**config.mk**
```make
export PLATFORM = sky130hd
export DESIGN_NAME = bounded_ordered_list_engine_flat
export DESIGN_NICKNAME = d
export VERILOG_FILES = /design/src/design/bole_pkg.sv /design/src/design/bole_req_if.sv /design/src/design/bole_rsp_if.sv /design/src/design/bole_ctrl.sv /design/src/design/bole_dp.sv /design/src/design/bounded_ordered_list_engine.sv /design/src/flat_wrapper.sv
export SDC_FILE = /design/constraint.sdc
export NUM_CORES = 2
export LEC_CHECK = 0
export BUFFER_PORTS_ARGS = -buffer_cell sky130_fd_sc_hd__buf_2
export CAP_MARGIN = 15
export CELL_PAD_IN_SITES_DETAIL_PLACEMENT = 1
export CELL_PAD_IN_SITES_GLOBAL_PLACEMENT = 2
export CORE_ASPECT_RATIO = 1.2
export CORE_MARGIN = 2
export CORE_UTILIZATION = 24
export CTS_BUF_LIST = sky130_fd_sc_hd__clkbuf_4 sky130_fd_sc_hd__clkbuf_8 sky130_fd_sc_hd__clkbuf_16
export CTS_CLUSTER_DIAMETER = 150
export DETAILED_ROUTE_END_ITERATION = 7
export PLACE_DENSITY = 0.46
export RECOVER_POWER = 25
export SETUP_SLACK_MARGIN = 0.02
export SLEW_MARGIN = 40
export SYNTH_ARGS = -nofsm -noshare
export SYNTH_HDL_FRONTEND = slang
export SYNTH_SLANG_ARGS = --single-unit
```
**constraint.sdc**
```tcl
create_clock -name clk -period 7.98 [get_ports clk]
set_input_delay 0.399 -clock clk [delete_from_list [all_inputs] [get_ports clk]]
set_output_delay 0.399 -clock clk [all_outputs]
set_load 0.03 [all_outputs]
```
**src/design/bole_pkg.sv**
```systemverilog
// Shared types and constants for the bounded ordered list engine.
// No dependencies; imported by every other file of the block.
package bole_pkg;

	localparam int unsigned BOLE_DEPTH = 64;
	localparam int unsigned VAL_W      = 32;
	localparam int unsigned POS_W      = 8;
	localparam int unsigned OPC_W      = 3;
	localparam int unsigned ST_W       = 3;
	localparam int unsigned CNT_OUT_W  = 7;

	typedef enum logic [OPC_W-1:0] {
		OP_INS_FRONT = 3'd0,
		OP_INS_BACK  = 3'd1,
		OP_INS_POS   = 3'd2,
		OP_DEL_FRONT = 3'd3,
		OP_DEL_BACK  = 3'd4,
		OP_DEL_POS   = 3'd5,
		OP_DEL_VAL   = 3'd6
	} opcode_t;

	typedef enum logic [ST_W-1:0] {
		ST_OK       = 3'd0,
		ST_FULL     = 3'd1,
		ST_EMPTY    = 3'd2,
		ST_BADPOS   = 3'd3,
		ST_NOTFOUND = 3'd4
	} status_t;

	// datapath commands issued by the controller
	typedef enum logic [3:0] {
		CMD_NONE,
		CMD_LATCH,
		CMD_DECIDE,
		CMD_INS_RD,
		CMD_INS_WR,
		CMD_DEL_RD,
		CMD_DEL_CHK,
		CMD_SH_RD,
		CMD_SH_WR,
		CMD_FIN
	} cmd_op_t;

	typedef struct packed {
		cmd_op_t op;
	} dp_cmd_t;

	// flags returned by the datapath
	typedef struct packed {
		logic dec_err;   // decided request fails (full, empty, bad position)
		logic dec_ins;   // decided request is an insert
		logic dec_nop;   // unused opcode
		logic ins_more;  // insert still has entries to move up
		logic sh_more;   // pointer is not the last used entry
		logic match;     // read entry equals the request value
		logic delval;    // current request is delete by value
	} dp_stat_t;

endpackage

```
**src/design/bole_req_if.sv**
```systemverilog
// Request channel of the bounded ordered list engine: valid/ready plus payload.
// Depends on bole_pkg.
interface bole_req_if;
	import bole_pkg::*;

	logic                    valid;
	logic                    ready;
	logic [OPC_W-1:0]        opcode;
	logic signed [VAL_W-1:0] value;
	logic [POS_W-1:0]        position;

	modport source (output valid, output opcode, output value, output position, input ready);
	modport sink   (input valid, input opcode, input value, input position, output ready);
endinterface

```
**src/design/bole_rsp_if.sv**
```systemverilog
// Response channel of the bounded ordered list engine: valid/ready plus payload.
// Depends on bole_pkg.
interface bole_rsp_if;
	import bole_pkg::*;

	logic                    valid;
	logic                    ready;
	logic signed [VAL_W-1:0] removed_value;
	logic [ST_W-1:0]         status;
	logic [CNT_OUT_W-1:0]    count;

	modport source (output valid, output removed_value, output status, output count,
		input ready);
	modport sink   (input valid, input removed_value, input status, input count,
		output ready);
endinterface

```
**src/design/bole_ctrl.sv**
```systemverilog
// Controller of the bounded ordered list engine: one-hot sequencer and
// response valid flag. Depends on bole_pkg; drives bole_dp by command struct.
module bole_ctrl (
	input  logic               clk,
	input  logic               arst_n,
	input  logic               req_valid,
	output logic               req_ready,
	output logic               rsp_valid,
	input  logic               rsp_ready,
	input  bole_pkg::dp_stat_t stat,
	output bole_pkg::dp_cmd_t  cmd
);
	import bole_pkg::*;

	typedef enum logic [8:0] {
		S_IDLE    = 9'b000000001,
		S_DECIDE  = 9'b000000010,
		S_INS_RD  = 9'b000000100,
		S_INS_WR  = 9'b000001000,
		S_DEL_RD  = 9'b000010000,
		S_DEL_CHK = 9'b000100000,
		S_SH_RD   = 9'b001000000,
		S_SH_WR   = 9'b010000000,
		S_FIN     = 9'b100000000
	} state_t;

	state_t state_q, state_d;
	logic   out_valid_q;

	always_comb begin
		state_d   = state_q;
		cmd.op    = CMD_NONE;
		req_ready = 1'b0;
		unique case (state_q)
			S_IDLE: begin
				req_ready = 1'b1;
				if (req_valid) begin
					cmd.op  = CMD_LATCH;
					state_d = S_DECIDE;
				end
			end
			S_DECIDE: begin
				cmd.op = CMD_DECIDE;
				if (stat.dec_nop || stat.dec_err) begin
					state_d = S_FIN;
				end else if (stat.dec_ins) begin
					state_d = S_INS_RD;
				end else begin
					state_d = S_DEL_RD;
				end
			end
			S_INS_RD: begin
				cmd.op  = CMD_INS_RD;
				state_d = stat.ins_more ? S_INS_WR : S_FIN;
			end
			S_INS_WR: begin
				cmd.op  = CMD_INS_WR;
				state_d = S_INS_RD;
			end
			S_DEL_RD: begin
				cmd.op  = CMD_DEL_RD;
				state_d = S_DEL_CHK;
			end
			S_DEL_CHK: begin
				cmd.op = CMD_DEL_CHK;
				if (!stat.delval || stat.match) begin
					state_d = S_SH_RD;
				end else if (!stat.sh_more) begin
					state_d = S_FIN;
				end else begin
					state_d = S_DEL_RD;
				end
			end
			S_SH_RD: begin
				cmd.op  = CMD_SH_RD;
				state_d = stat.sh_more ? S_SH_WR : S_FIN;
			end
			S_SH_WR: begin
				cmd.op  = CMD_SH_WR;
				state_d = S_SH_RD;
			end
			S_FIN: begin
				if (!out_valid_q || rsp_ready) begin
					cmd.op  = CMD_FIN;
					state_d = S_IDLE;
				end
			end
			default: begin
				state_d = S_IDLE;
			end
		endcase
	end

	always_ff @(posedge clk or negedge arst_n) begin
		if (!arst_n) begin
			state_q     <= S_IDLE;
			out_valid_q <= 1'b0;
		end else begin
			state_q <= state_d;
			if (cmd.op == CMD_FIN) begin
				out_valid_q <= 1'b1;
			end else if (rsp_ready) begin
				out_valid_q <= 1'b0;
			end
		end
	end

	assign rsp_valid = out_valid_q;

	a_fin_holds: assert property (@(posedge clk) disable iff (!arst_n)
		state_q == S_FIN && out_valid_q && !rsp_ready |=> state_q == S_FIN)
		else $error("result dropped while response slot busy");

	a_err_short: assert property (@(posedge clk) disable iff (!arst_n)
		state_q == S_DECIDE && stat.dec_err |=> state_q == S_FIN)
		else $error("failed request entered a list sweep");

	a_wr_after_rd: assert property (@(posedge clk) disable iff (!arst_n)
		state_q == S_INS_WR || state_q == S_SH_WR |->
			$past(state_q) == S_INS_RD || $past(state_q) == S_SH_RD)
		else $error("entry write without preceding read");

endmodule

```
**src/design/bole_dp.sv**
```systemverilog
// Datapath of the bounded ordered list engine: request decode, entry memory,
// sweep pointer, count and response registers. Depends on bole_pkg.
module bole_dp #(
	parameter int unsigned DEPTH = bole_pkg::BOLE_DEPTH
) (
	input  logic                             clk,
	input  logic                             arst_n,
	input  bole_pkg::dp_cmd_t                cmd,
	output bole_pkg::dp_stat_t               stat,
	input  logic [bole_pkg::OPC_W-1:0]       in_opcode,
	input  logic signed [bole_pkg::VAL_W-1:0] in_value,
	input  logic [bole_pkg::POS_W-1:0]       in_position,
	output logic signed [bole_pkg::VAL_W-1:0] out_removed,
	output logic [bole_pkg::ST_W-1:0]        out_status,
	output logic [bole_pkg::CNT_OUT_W-1:0]   out_count
);
	import bole_pkg::*;

	localparam int unsigned AW = (DEPTH > 1) ? $clog2(DEPTH) : 1;
	localparam int unsigned CW = $clog2(DEPTH + 1);
	localparam int unsigned XW = ((CW > POS_W) ? CW : POS_W) + 1;

	// entry memory, position 1 at address 0
	logic [VAL_W-1:0] mem [DEPTH];
	logic [VAL_W-1:0] rdata_q;
	logic             we, re;
	logic [AW-1:0]    waddr, raddr;
	logic [VAL_W-1:0] wdata;

	logic [OPC_W-1:0] op_q;
	logic [VAL_W-1:0] val_q;
	logic [POS_W-1:0] pos_q;
	logic [CW-1:0]    cnt_q, ptr_q, idx_q;
	logic             delval_q;
	status_t          status_q;
	logic [VAL_W-1:0] removed_q;

	logic [VAL_W-1:0]     res_removed_q;
	status_t              res_status_q;
	logic [CNT_OUT_W-1:0] res_count_q;

	status_t       dec_status;
	logic [CW-1:0] dec_idx;
	logic          dec_ins, dec_nop;
	logic [XW-1:0] pos_x, cnt_x;
	logic          full, empty;
	logic [CW-1:0] ptr_m1, ptr_p1;

	assign pos_x  = XW'(pos_q);
	assign cnt_x  = XW'(cnt_q);
	assign full   = (cnt_q == CW'(DEPTH));
	assign empty  = (cnt_q == '0);
	assign ptr_m1 = ptr_q - CW'(1);
	assign ptr_p1 = ptr_q + CW'(1);

	// request decode against the current count
	always_comb begin
		dec_status = ST_OK;
		dec_idx    = '0;
		dec_ins    = 1'b0;
		dec_nop    = 1'b0;
		unique case (op_q) inside
			OP_INS_FRONT, OP_INS_BACK, OP_INS_POS: begin
				dec_ins = 1'b1;
				if (full) begin
					dec_status = ST_FULL;
				end else if (op_q == OP_INS_FRONT) begin
					dec_idx = '0;
				end else if (op_q == OP_INS_BACK) begin
					dec_idx = cnt_q;
				end else if (pos_x == '0 || pos_x > cnt_x + XW'(1)) begin
					dec_status = ST_BADPOS;
				end else begin
					dec_idx = CW'(pos_x - XW'(1));
				end
			end
			OP_DEL_FRONT, OP_DEL_BACK, OP_DEL_POS, OP_DEL_VAL: begin
				if (empty) begin
					dec_status = ST_EMPTY;
				end else if (op_q == OP_DEL_BACK) begin
					dec_idx = cnt_q - CW'(1);
				end else if (op_q == OP_DEL_POS) begin
					if (pos_x == '0 || pos_x > cnt_x) begin
						dec_status = ST_BADPOS;
					end else begin
						dec_idx = CW'(pos_x - XW'(1));
					end
				end else begin
					dec_idx = '0;
				end
			end
			default: begin
				dec_nop = 1'b1;
			end
		endcase
	end

	assign stat.dec_err  = (dec_status != ST_OK);
	assign stat.dec_ins  = dec_ins;
	assign stat.dec_nop  = dec_nop;
	assign stat.ins_more = (ptr_q > idx_q);
	assign stat.sh_more  = ({1'b0, ptr_q} + (CW+1)'(1)) < {1'b0, cnt_q};
	assign stat.match    = (rdata_q == val_q);
	assign stat.delval   = delval_q;

	// memory port control
	always_comb begin
		we    = 1'b0;
		re    = 1'b0;
		waddr = ptr_q[AW-1:0];
		raddr = ptr_q[AW-1:0];
		wdata = rdata_q;
		case (cmd.op)
			CMD_INS_RD: begin
				if (stat.ins_more) begin
					re    = 1'b1;
					raddr = ptr_m1[AW-1:0];
				end else begin
					we    = 1'b1;
					waddr = idx_q[AW-1:0];
					wdata = val_q;
				end
			end
			CMD_INS_WR: we = 1'b1;
			CMD_DEL_RD: re = 1'b1;
			CMD_SH_RD: begin
				if (stat.sh_more) begin
					re    = 1'b1;
					raddr = ptr_p1[AW-1:0];
				end
			end
			CMD_SH_WR: we = 1'b1;
			default: ;
		endcase
	end

	always_ff @(posedge clk) begin
		if (we) begin
			mem[waddr] <= wdata;
		end
		if (re) begin
			rdata_q <= mem[raddr];
		end
	end

	// count and request class
	always_ff @(posedge clk or negedge arst_n) begin
		if (!arst_n) begin
			cnt_q    <= '0;
			delval_q <= 1'b0;
		end else begin
			case (cmd.op)
				CMD_DECIDE: delval_q <= (op_q == OP_DEL_VAL);
				CMD_INS_RD: if (!stat.ins_more) cnt_q <= cnt_q + CW'(1);
				CMD_SH_RD:  if (!stat.sh_more) cnt_q <= cnt_q - CW'(1);
				default: ;
			endcase
		end
	end

	// request payload, sweep pointer and response
	always_ff @(posedge clk) begin
		case (cmd.op)
			CMD_LATCH: begin
				op_q      <= in_opcode;
				val_q     <= in_value;
				pos_q     <= in_position;
				removed_q <= '0;
				status_q  <= ST_OK;
			end
			CMD_DECIDE: begin
				status_q <= dec_status;
				idx_q    <= dec_idx;
				ptr_q    <= dec_ins ? cnt_q : dec_idx;
			end
			CMD_INS_WR: ptr_q <= ptr_m1;
			CMD_DEL_CHK: begin
				if (!delval_q || stat.match) begin
					removed_q <= rdata_q;
				end else begin
					ptr_q <= ptr_p1;
					if (!stat.sh_more) begin
						status_q <= ST_NOTFOUND;
					end
				end
			end
			CMD_SH_WR: ptr_q <= ptr_p1;
			CMD_FIN: begin
				res_removed_q <= removed_q;
				res_status_q  <= status_q;
				res_count_q   <= CNT_OUT_W'(cnt_q);
			end
			default: ;
		endcase
	end

	assign out_removed = res_removed_q;
	assign out_status  = res_status_q;
	assign out_count   = res_count_q;

	a_cnt_bound: assert property (@(posedge clk) disable iff (!arst_n)
		cnt_q <= CW'(DEPTH))
		else $error("entry count above depth");

	a_cnt_source: assert property (@(posedge clk) disable iff (!arst_n)
		cnt_q != $past(cnt_q) |->
			$past(cmd.op) == CMD_INS_RD || $past(cmd.op) == CMD_SH_RD)
		else $error("count moved outside an insert or delete end");

	a_ins_bump: assert property (@(posedge clk) disable iff (!arst_n)
		cmd.op == CMD_INS_RD && !stat.ins_more |=> cnt_q == CW'($past(cnt_q) + CW'(1)))
		else $error("insert finished without count increment");

endmodule

```
**src/design/bounded_ordered_list_engine.sv**
```systemverilog
// Top level of the bounded ordered list engine: binds controller and datapath
// to the request and response channels. Depends on bole_pkg, bole_req_if,
// bole_rsp_if, bole_ctrl and bole_dp.
//
//  channel  dir  handshake          payload
//  req      in   req.valid/ready    opcode[2:0], value[31:0] signed, position[7:0]
//  rsp      out  rsp.valid/ready    removed_value[31:0] signed, status[2:0], count[6:0]
//
// One request at a time. Error and unused-opcode requests go from the decide step
// straight to the response register. Inserts move later entries up one place, then
// write the new value. Deletes read the target (by value: compare from the front until
// a hit), then move later entries down; a failed search ends after comparing all of them.
// Each moved entry costs a read and a write on the entry memory.
// Reset clears the count, request class and sequencer state; the memory itself is not cleared.
// The response register frees the sequencer; a stalled rsp holds the next request in
// its final state until the slot empties, and req.ready stays low meanwhile.
module bounded_ordered_list_engine #(
	parameter int unsigned DEPTH = bole_pkg::BOLE_DEPTH
) (
	input logic         clk,
	input logic         arst_n,
	bole_req_if.sink    req,
	bole_rsp_if.source  rsp
);
	import bole_pkg::*;

	dp_cmd_t  cmd;
	dp_stat_t stat;

	// sequencer: decides which step the datapath takes each cycle
	bole_ctrl u_ctrl (
		.clk       (clk),
		.arst_n    (arst_n),
		.req_valid (req.valid),
		.req_ready (req.ready),
		.rsp_valid (rsp.valid),
		.rsp_ready (rsp.ready),
		.stat      (stat),
		.cmd       (cmd)
	);

	// list storage, pointer sweep and response registers
	bole_dp #(
		.DEPTH (DEPTH)
	) u_dp (
		.clk         (clk),
		.arst_n      (arst_n),
		.cmd         (cmd),
		.stat        (stat),
		.in_opcode   (req.opcode),
		.in_value    (req.value),
		.in_position (req.position),
		.out_removed (rsp.removed_value),
		.out_status  (rsp.status),
		.out_count   (rsp.count)
	);

endmodule

```
**src/flat_wrapper.sv**
```systemverilog
// flat-port wrapper written by rule: the top's interface ports become plain ports
module bounded_ordered_list_engine_flat import bole_pkg::*;
#(
	parameter int unsigned DEPTH = bole_pkg::BOLE_DEPTH
)
  (clk, arst_n, req_valid, req_opcode, req_value, req_position, req_ready, rsp_valid, rsp_removed_value, rsp_status, rsp_count, rsp_ready);
  bole_req_if req_i ();
  bole_rsp_if rsp_i ();
  input logic clk;
  input logic arst_n;
  input wire logic [$bits(req_i.valid)-1:0] req_valid;
  input wire logic [$bits(req_i.opcode)-1:0] req_opcode;
  input wire logic [$bits(req_i.value)-1:0] req_value;
  input wire logic [$bits(req_i.position)-1:0] req_position;
  output wire logic [$bits(req_i.ready)-1:0] req_ready;
  output wire logic [$bits(rsp_i.valid)-1:0] rsp_valid;
  output wire logic [$bits(rsp_i.removed_value)-1:0] rsp_removed_value;
  output wire logic [$bits(rsp_i.status)-1:0] rsp_status;
  output wire logic [$bits(rsp_i.count)-1:0] rsp_count;
  input wire logic [$bits(rsp_i.ready)-1:0] rsp_ready;
  assign req_i.valid = req_valid;
  assign req_i.opcode = req_opcode;
  assign req_i.value = req_value;
  assign req_i.position = req_position;
  assign req_ready = req_i.ready;
  assign rsp_valid = rsp_i.valid;
  assign rsp_removed_value = rsp_i.removed_value;
  assign rsp_status = rsp_i.status;
  assign rsp_count = rsp_i.count;
  assign rsp_i.ready = rsp_ready;
  bounded_ordered_list_engine #(.DEPTH(DEPTH)) u_core (.clk(clk), .arst_n(arst_n), .req(req_i), .rsp(rsp_i));
endmodule
```
==> reports/metrics.yaml <==
finalMaxSlewViolations: 874
met1_length_mm: 161
grt_max_degree: 137
synthDistinctLibCells: 78
fin_crit_sh_pct: 90.8
track_usage_pct: 18.3
clockBufferDepth: 4
slowest_stage: "edfxtp_1"
cp-startpoint: "u_core.u_dp.ptr_q[0]"
cts_buffers: 243
setup_tns_ns: 0
first_pass_iters: 5
crit_fanout: 38
synth_top_area_share_pct: 73.3
vias: 58100
gp_congestion: 0.760
drc: 0
via_per_inst: 4.84
dieHeight_um: 677
relSlewSlack_pct: -112
htreeDepth: 4
regArea_um2: 66900
clkSlewWorstSetupHoldPaths_ns: 0.07
syn-mean-instance-area_um2: 13.7
synth_top_flop_cell: "edfxtp_1"
ys_ff_latch: 2232
min_period_ns: 7.25
synth_area_um2: 90700
drive_gt1_share_pct: 11.7
slowest_delay_ns: 0.79
finalPower_w: 0.0293
p_leak_nw: 35.8
max_freq_ghz: 0.138
synth_cells: 6625
multiInputGateArea_um2: 22300
antenna_found_initial: 20
crit_chain: "clkinv_1, ha_1, ha_1, a21boi_0, o22ai_1, o211ai_1, a22oi_2, and2_4, buf_12, buf_12, nand2_1, a311oi_1, nor3_1, or4_1, nor4_1"
grt_pass1_vias: 60600
reg2reg_to: "u_core.u_dp.rdata_q[1]"
power_density_nw_per_um2: 274
cts_resized: 0
async_reset_ff_share_pct: 0.806
hold_viol: 0
critPathLaunchType: "flop"
synthTopCellsByArea: "edfxtp_1 (73%), nand2_1 (6.5%), and3_1 (4.1%), a311oi_1 (3.5%), a211oi_1 (2.2%)"
crit_arrival_ns: 7.85
setup_viol: 0
start_util_pct: 24.1
synth-seq-area-share_pct: 73.8
wl_met2_mm: 179
io_buffers: 90
core_um2: 377000
r2r_setup_slack_ns: 0.73
r2r_cells: 15
ioPinCount: 91
nets: 6908
grt_pass1_wl_mm: 499
highest_layer: "met4"
die_area_um2: 383000
wl_met3_mm: 11.9
hpwl_mm: 209
peakVddDrop_mv: 0.161
ys_warn_count: 0
drt_wl_total_mm: 358
critPathKind: "reg -> reg"
synth_nets: 6707
fin_worst_skew_ns: 0.0569
area_delta_synth_final_pct: 18.1
synth_edf_count: 2214
rsz0062_at_grt: "no"
die_width_um: 565
yosys.area.top_type: "edfxtp_1"
worstReg2RegStart: "u_core.u_dp.ptr_q[0]"
status: "complete, but fails checks"
drv_cap: 17
first_iter_violations: 4395
num_rows: 247
tightest_slew_ns: 3.17
cp-end-kind: "flop"
critPathCapture: "u_core.u_dp.rdata_q[1]"
insertion_delay_ns: 0.94
hold_class: "in -> reg"
failed_checks: "capacitance limit, slew limit"
cts_root_buf: "clkbuf_16"
cts_tree: "built"
clock-sinks: 2232
critical_path_required_ns: 8.58
grt_overflow: 0
nFillCells: 39900
ant_nets: 0
post_drt_wl_per_cell_um: 29.8
[where the power goes]
group | internal (W) | switching, W | leakage [nW]
sequential | 0.0130 | 0.000155 | 20.2
clock | 0.00621 | 0.00489 | 3.75
combinational | 0.00154 | 0.00350 | 11.8
[through the flow]
step | setup slack, ns | hold slack [ns] | area [µm²] | cells | util [%]
finish | 0.734 | 0.186 | 107000 | 12000 | 28.4
global route | 0.344 | 0.150 | 107000 | 12000 | 28.4
CTS | 0.627 | 0.0980 | 107000 | 12000 | 28.5
detailed placement | 0.680 | 0.406 | 99300 | 11500 | 26.4
global placement | 0.707 | 0.404 | 98900 | 11500 | 26.3
floorplan | 3.31 | 0.103 | 90700 | 6625 | -
[cells in the mapped netlist, drive strengths merged (5+ instances only)]
cell / number
o221ai: 5
mux2i: 51
o21a: 10
a22oi: 6
o22a: 12
nor3: 202
nor2: 122
or2: 5
nor2b: 9
o22ai: 15
o211ai: 5
a21oi: 42
o21ai: 159
or3: 10
buf: 217
and3: 591
nand4: 36
edfxtp: 2214
xnor2: 27
nand3: 74
xor2: 39
and2: 39
a211oi: 270
dfrtp: 17
a311oi: 358
o31ai: 7
or4: 31
nand3b: 5
nand2: 1578
clkbuf: 264
a31oi: 14
inv: 30
nand2b: 8
nor4: 47
ha: 35
[registers in the layout (all words and copies together), names as in the netlist]
name,count
u_core.u_dp.ptr_q,7
u_core.u_ctrl.state_q,9
u_core.u_ctrl.rsp_valid,1
u_core.u_dp.delval_q,1
u_core.u_dp.cnt_q,7
u_core.u_dp.pos_q,8
u_core.u_dp.out_status,3
u_core.u_dp.idx_q,7
u_core.u_dp.removed_q,32
u_core.u_dp.status_q,3
u_core.u_dp.val_q,32
u_core.u_dp.rdata_q,32
u_core.u_dp.out_count,7
u_core.u_dp.out_removed,32
u_core.u_dp.mem,2048
u_core.u_dp.op_q,3
[critical path, delay by kind of cell, from the launching register on]
family,cells,cell delay (ns)
fa+ha+maj,2,1.10
compound gates,5,1.69
simple gates,5,2.25
flops,1,0.79
buf+inv,3,0.98
[cell usage in the layout (no fill, tap or decap), drive strengths merged, types with 31 or more instances in the layout]
| master | instances |
|---|---|
| edfxtp | 2214 |
| nand2 | 1578 |
| and3 | 591 |
| clkbuf | 373 |
| a311oi | 358 |
| buf | 311 |
| a211oi | 270 |
| nor3 | 202 |
| o21ai | 159 |
| nor2 | 122 |
| clkinv | 111 |
| nand3 | 74 |
| mux2i | 51 |
| dlygate4sd3 | 48 |
| nor4 | 47 |
| a21oi | 42 |
| xor2 | 39 |
| and2 | 39 |
| nand4 | 36 |
| ha | 35 |
| or4 | 31 |
| inv | 31 |
[cell families (layout without fill, tap and decap cells)]
| kind of cell | Yosys count | after routing | synth area share (%) |
|---|---|---|---|
| AO/OA/AOI/OAI | 952 | 952 | 7.89 |
| other | 0 | 14 | 0 |
| adder cells (fa/ha/maj) | 35 | 35 | 0.483 |
| AND/OR/NAND/NOR | 2772 | 2772 | 14.2 |
| XOR/XNOR | 66 | 66 | 0.637 |
| flip-flops | 2232 | 2232 | 73.8 |
| buffers and inverters | 514 | 900 | 2.42 |
| multiplexers | 54 | 54 | 0.600 |
[cell type report]
| cell class | instances | area share [%] |
|---|---|---|
| diodes | 14 | 0.0327 |
| clock buffers | 295 | 6.09 |
| clock inverters | 135 | 0.964 |
| inverters | 33 | 0.116 |
| multi-input cells | 3879 | 20.8 |
| flip-flops and latches | 2232 | 62.5 |
| well taps | 4980 | 5.82 |
| repair buffers | 437 | 3.73 |
[repair_timing]
action,4_1_cts,5_1_grt
buffers inserted,0,0
hold buffers,49,0
setup endpoints to repair,0,0
hold endpoints to repair,64,0
[metal layers]
layer | global-route usage (%) | vias up
li1 | - | 25700
met1 | 24.5 | 31100
met2 | 32.1 | 982
met3 | 1.91 | 352
met4 | 3.36 | 0
met5 | 0 | -
[worst min path at each step]
| stage | start | endpoint | slack, ns | depth (start not counted) |
|---|---|---|---|---|
| after floorplan | arst_n | u_core.u_ctrl.rsp_valid | 0.10 | 0 |
| after global placement | u_core.u_dp.removed_q[6] | u_core.u_dp.out_removed[6] | 0.40 | 0 |
| after detailed placement | arst_n | u_core.u_ctrl.rsp_valid | 0.41 | 1 |
| after CTS | req_value[25] | u_core.u_dp.val_q[25] | 0.1 | 2 |
| after global routing | req_position[4] | u_core.u_dp.pos_q[4] | 0.15 | 2 |
| final | req_value[25] | u_core.u_dp.val_q[25] | 0.19 | 2 |
No activity file was read; power rests on OpenSTA's default activity.
